===== src/rtl/fcf_pkg.sv =====
// Shared constants and controller/datapath interface types for the FIR filter.
// Used by fcf_ctrl, fcf_datapath and fir_convolution_filter; no dependencies.
package fcf_pkg;

   localparam int MAX_TAPS  = 512;
   localparam int PTR_W     = $clog2(MAX_TAPS);
   localparam int FILL_W    = $clog2(MAX_TAPS + 1);
   localparam int TAP_W     = 10;
   localparam int IDX_W     = 9;
   localparam int DATA_W    = 24;
   localparam int FRAC_BITS = 23;
   localparam int PROD_W    = 2 * DATA_W;
   localparam int ACC_W     = PROD_W + PTR_W;
   localparam int REQ_W     = 40;

   localparam logic [TAP_W-1:0] TAP_COUNT_RESET = TAP_W'(427);

   localparam logic MODE_LOAD_COEF = 1'b0;
   localparam logic MODE_SAMPLE    = 1'b1;

   typedef struct packed {
      logic             load_coef;
      logic             load_sample;
      logic             issue;
      logic [PTR_W-1:0] tap_idx;
      logic             finalize;
   } ctrl_cmd_type;

   typedef struct packed {
      logic pipe_busy;
      logic out_free;
   } dp_status_type;

endpackage


===== src/rtl/fcf_ctrl.sv =====
// Sequencer for the FIR filter: input handshake, tap counter and result timing.
// Depends on fcf_pkg for constants and the command/status types.
module fcf_ctrl (
   input  logic                      clock,
   input  logic                      reset,
   input  logic                      req_tvalid,
   output logic                      req_tready,
   input  logic                      req_mode,
   input  logic                      csr_wr_en,
   input  logic [fcf_pkg::TAP_W-1:0] csr_wr_data,
   input  fcf_pkg::dp_status_type    status,
   output fcf_pkg::ctrl_cmd_type     cmd
);

   localparam logic [1:0] ST_IDLE  = 2'd0;
   localparam logic [1:0] ST_RUN   = 2'd1;
   localparam logic [1:0] ST_DRAIN = 2'd2;

   logic [1:0]                  state_ff, state_in;
   logic [fcf_pkg::TAP_W-1:0]   tap_count_ff, tap_count_in;
   logic [fcf_pkg::TAP_W-1:0]   taps_ff, taps_in;
   logic [fcf_pkg::PTR_W-1:0]   k_ff, k_in;
   logic [fcf_pkg::TAP_W-1:0]   taps_limited;
   logic                        accept;

   assign req_tready = (state_ff == ST_IDLE);
   assign accept     = req_tvalid && req_tready;

   // Tap counts above the history depth use the whole history.
   assign taps_limited = (tap_count_ff > fcf_pkg::TAP_W'(fcf_pkg::MAX_TAPS)) ?
                         fcf_pkg::TAP_W'(fcf_pkg::MAX_TAPS) : tap_count_ff;

   assign tap_count_in = csr_wr_en ? csr_wr_data : tap_count_ff;

   always_comb begin
      state_in = state_ff;
      taps_in  = taps_ff;
      k_in     = k_ff;
      cmd      = '0;
      unique case (state_ff)
         ST_IDLE: begin
            if (accept) begin
               if (req_mode == fcf_pkg::MODE_LOAD_COEF) begin
                  cmd.load_coef = 1'b1;
               end else begin
                  cmd.load_sample = 1'b1;
                  taps_in         = taps_limited;
                  k_in            = '0;
                  state_in        = (taps_limited == '0) ? ST_DRAIN : ST_RUN;
               end
            end
         end
         ST_RUN: begin
            cmd.issue   = 1'b1;
            cmd.tap_idx = k_ff;
            k_in        = k_ff + 1'b1;
            if ({1'b0, k_ff} == taps_ff - 1'b1) begin
               state_in = ST_DRAIN;
            end
         end
         ST_DRAIN: begin
            if (!status.pipe_busy && status.out_free) begin
               cmd.finalize = 1'b1;
               state_in     = ST_IDLE;
            end
         end
         default: begin
            state_in = ST_IDLE;
         end
      endcase
   end

   always_ff @(posedge clock) begin
      if (reset) begin
         state_ff     <= ST_IDLE;
         tap_count_ff <= fcf_pkg::TAP_COUNT_RESET;
         taps_ff      <= '0;
         k_ff         <= '0;
      end else begin
         state_ff     <= state_in;
         tap_count_ff <= tap_count_in;
         taps_ff      <= taps_in;
         k_ff         <= k_in;
      end
   end

endmodule


===== config.mk =====
export PLATFORM = sky130hd
export DESIGN_NAME = fcf_ctrl
export DESIGN_NICKNAME = d
export VERILOG_FILES = /design/src/rtl/fcf_pkg.sv /design/src/rtl/fcf_ctrl.sv
export SDC_FILE = /design/constraint.sdc
export NUM_CORES = 1
export LEC_CHECK = 0
export ABC_AREA = 1
export BUFFER_PORTS_ARGS = -buffer_cell sky130_fd_sc_hd__buf_2
export CELL_PAD_IN_SITES_DETAIL_PLACEMENT = 0
export CELL_PAD_IN_SITES_GLOBAL_PLACEMENT = 1
export CORE_AREA = 2 2 75 77
export CTS_CLUSTER_DIAMETER = 30
export CTS_CLUSTER_SIZE = 8
export DETAILED_ROUTE_END_ITERATION = 8
export DIE_AREA = 0 0 77 79
export PLACE_DENSITY_LB_ADDON = 0.1
export SLEW_MARGIN = 15
export SYNTH_ARGS = -nofsm -noshare
export SYNTH_HDL_FRONTEND = slang
export SYNTH_SLANG_ARGS = --single-unit

===== constraint.sdc =====
create_clock -name clock -period 4.54 [get_ports clock]
set_clock_uncertainty 0.1 [all_clocks]
set_input_delay 0.908 -clock clock [delete_from_list [all_inputs] [get_ports clock]]
set_output_delay 0.908 -clock clock [all_outputs]
set_load 0.05 [all_outputs]

==> results.json <==
{
  "switching_power_w": 0.000212,
  "cts_root_buf": "clkbuf_8",
  "ir_drop_mv": 0.147,
  "grt_max_degree": 14,
  "grt_pass1_vias": 1563,
  "rsz0062_at_grt": "false",
  "netlist_instances": 255,
  "ys_ff_latch": 31,
  "ctsHoldBuffers": 0,
  "clkTransAtPathRegs_ps": 70,
  "p_leak_nw": 0.941,
  "dieArea_mm2": 0.00608,
  "rows": 27,
  "htreeDepth": 2,
  "finalWirelength_mm": 4.27,
  "status": "complete, no violations",
  "ant_nets": 0,
  "placed_cell_area_mm2": 0.00196,
  "p_clk_share_pct": 33.2,
  "synth_top_family_by_area": "simple AND/OR/NAND/NOR gates",
  "max_freq_ghz": 0.387,
  "crit_path_end_kind": "primary output",
  "port_buffers": 30,
  "drive_above_1_share_pct": 21.0,
  "cts_tree": "yes",
  "crit_required_ps": 3530,
  "critPathMaxFanout": 2,
  "final_area_mm2": 0.00204,
  "num-fill-cells": 640,
  "antenna-diode-count": 0,
  "crit_arrival_ps": 1570,
  "final_common_cell": "nand2_1",
  "ctsResizeCount": 0,
  "power_density_mw_per_mm2": 319,
  "pwr-share-seq_pct": 45.8,
  "worst_pin_slew_ps": 474,
  "synth_xor_area_share_pct": 2.02,
  "core_mm2": 0.00534,
  "yosys.area.top_type": "dfxtp_1",
  "p_int_w": 0.000440,
  "cts_buffers": 5,
  "synth_nets": 274,
  "synth_top_area_share_pct": 35.9,
  "synth_area_per_cell_um2": 6.79,
  "cap_violations": 0,
  "clock_sinks": 31,
  "viasPerCell": 4.51,
  "cts_buffer_depth": 2,
  "start_util_pct": 32.4,
  "hold_class": "flip-flop to flip-flop",
  "globalplace.congestion": 0.756,
  "grt_first_pass_wirelength_mm": 7.21,
  "drcViolationCount": 0,
  "insertion_delay_ps": 280,
  "path_class": "input pin to primary output",
  "io_pins": 31,
  "wl_per_cell_um": 11.8,
  "dr_total_vias": 1632,
  "hpwlAfterDp_mm": 3.36,
  "synthMuxAreaShare_pct": 0,
  "syn_to_final_growth_pct": 18.1,
  "most-common-layout-cells": "nand2_1, inv_1, nor2_1",
  "firstDrtPassIters": 4,
  "swShare_pct": 32.5,
  "cts_setup_buffers": 0,
  "period_share_pct": 56.9,
  "die_h_um": 79,
  "synth_cell_types": 29,
  "die_width_um": 77,
  "drt_iter0_markers": 53,
  "synth.area.top_cells": "dfxtp_1, nand2_1, inv_1, nor2_1, nand3_1",
  "cp-start-kind": "input pin",
  "grt_usage_pct": 15.1,
  "grt-ovfl-total": 0,
  "yosysWarnings": 0,
  "relSlewSlack_pct": 68.4,
  "setup_viol": 0,
  "hold_viol_final": 0,
  "synth_fa_ha_area_share_pct": 1.45,
  "antenna_found_initial": 0,
  "finalCriticalPeriod_ps": 2580,
  "tns_ps": 0,
  "yosys.area_share.simple_pct": 36.9,
  "syn_area_mm2": 0.00173,
  "synth_compound_gate_area_share_pct": 13.6,
  "combPwrFrac_pct": 21.0,
  "finalMaxSlewViolations": 0,
  "ys_seq_area_share_pct": 35.9,
  "nNetsFinal": 308
}
[Yosys cell counts (all sizes together)]
| cell | count |
|---|---|
| a211oi | 1 |
| a21oi | 13 |
| a32o | 1 |
| buf | 1 |
| clkbuf | 2 |
| dfxtp | 31 |
| ha | 2 |
| inv | 42 |
| nand2 | 58 |
| nand3 | 26 |
| nand4 | 2 |
| nor2 | 42 |
| nor3 | 4 |
| nor4 | 2 |
| o21ai | 17 |
| o22ai | 6 |
| o311ai | 1 |
| xor2 | 4 |
[cell type report]
class | instances | area, µm² | share of cell area, %
clock buffer | 6 | 72.6 | 3.55
clock inverter | 2 | 12.5 | 0.612
inverter | 42 | 163 | 7.96
multi-input combinational | 179 | 935 | 45.7
sequential | 31 | 621 | 30.4
tap | 72 | 90.1 | 4.41
timing repair buffer | 30 | 150 | 7.35
[per-stage QoR]
stage	hold slack (ps)	total power [W]	cells	worst slack [ps]	util, %
after floorplan	352	0.000409	255	1070	-
after CTS	390	0.000660	362	1950	38.3
after detailed placement	378	0.000443	354	1960	36.7
after global placement	378	0.000443	354	1980	36.7
after global routing	405	0.000692	362	1890	38.3
final	387	0.000651	362	1960	38.3
[routing by layer]
layer	GRT usage [%]	share of wire, %	vias to the layer above
met5	0	0	-
met4	5.89	0.98	0
met3	2.84	3.0	4
met2	26.1	47	26
met1	18.7	49	717
li1	-	-	885
[registers in the layout (all words and copies together), names as in the netlist]
register / count
taps_ff: 10
k_ff: 9
state_ff: 2
tap_count_ff: 10
[path summary, 6_finish.rpt]
kind                                                endpoint  slack [ps]                         start  cells past startpoint
worst max register to register      state_ff[1]$_SDFFE_PP0P_        2730       taps_ff[0]$_SDFFE_PP0P_                     14
worst min register to register  tap_count_ff[7]$_SDFFE_PP1P_         390  tap_count_ff[7]$_SDFFE_PP1P_                      2
worst min-delay path            tap_count_ff[7]$_SDFFE_PP1P_         390  tap_count_ff[7]$_SDFFE_PP1P_                      2
worst max-delay path                                  cmd[0]        1960                     status[1]                      3
[worst max-delay path, stage by stage]
cell	delay [ps]
buf_2	120
nor4_1	240
buf_2	300
[power by group through the flow]
stage | clock, W | sequential [W] | combinational, W
2_1_floorplan | 0 | 0.000301 | 0.000108
4_1_cts | 0.000222 | 0.000298 | 0.000139
5_1_grt | 0.000236 | 0.000300 | 0.000156
3_5_place_dp | 0 | 0.000305 | 0.000139
6_report | 0.000216 | 0.000298 | 0.000137
3_3_place_gp | 0 | 0.000305 | 0.000138
[cells by family (layout without fill, tap and decap cells)]
kind of cell	Yosys count	count (layout)
flops	31	31
buf+inv	45	80
xor+xnor	4	4
simple gates	134	134
compound gates	39	39
fa+ha+maj	2	2
No activity file was read; power rests on OpenSTA's default activity.
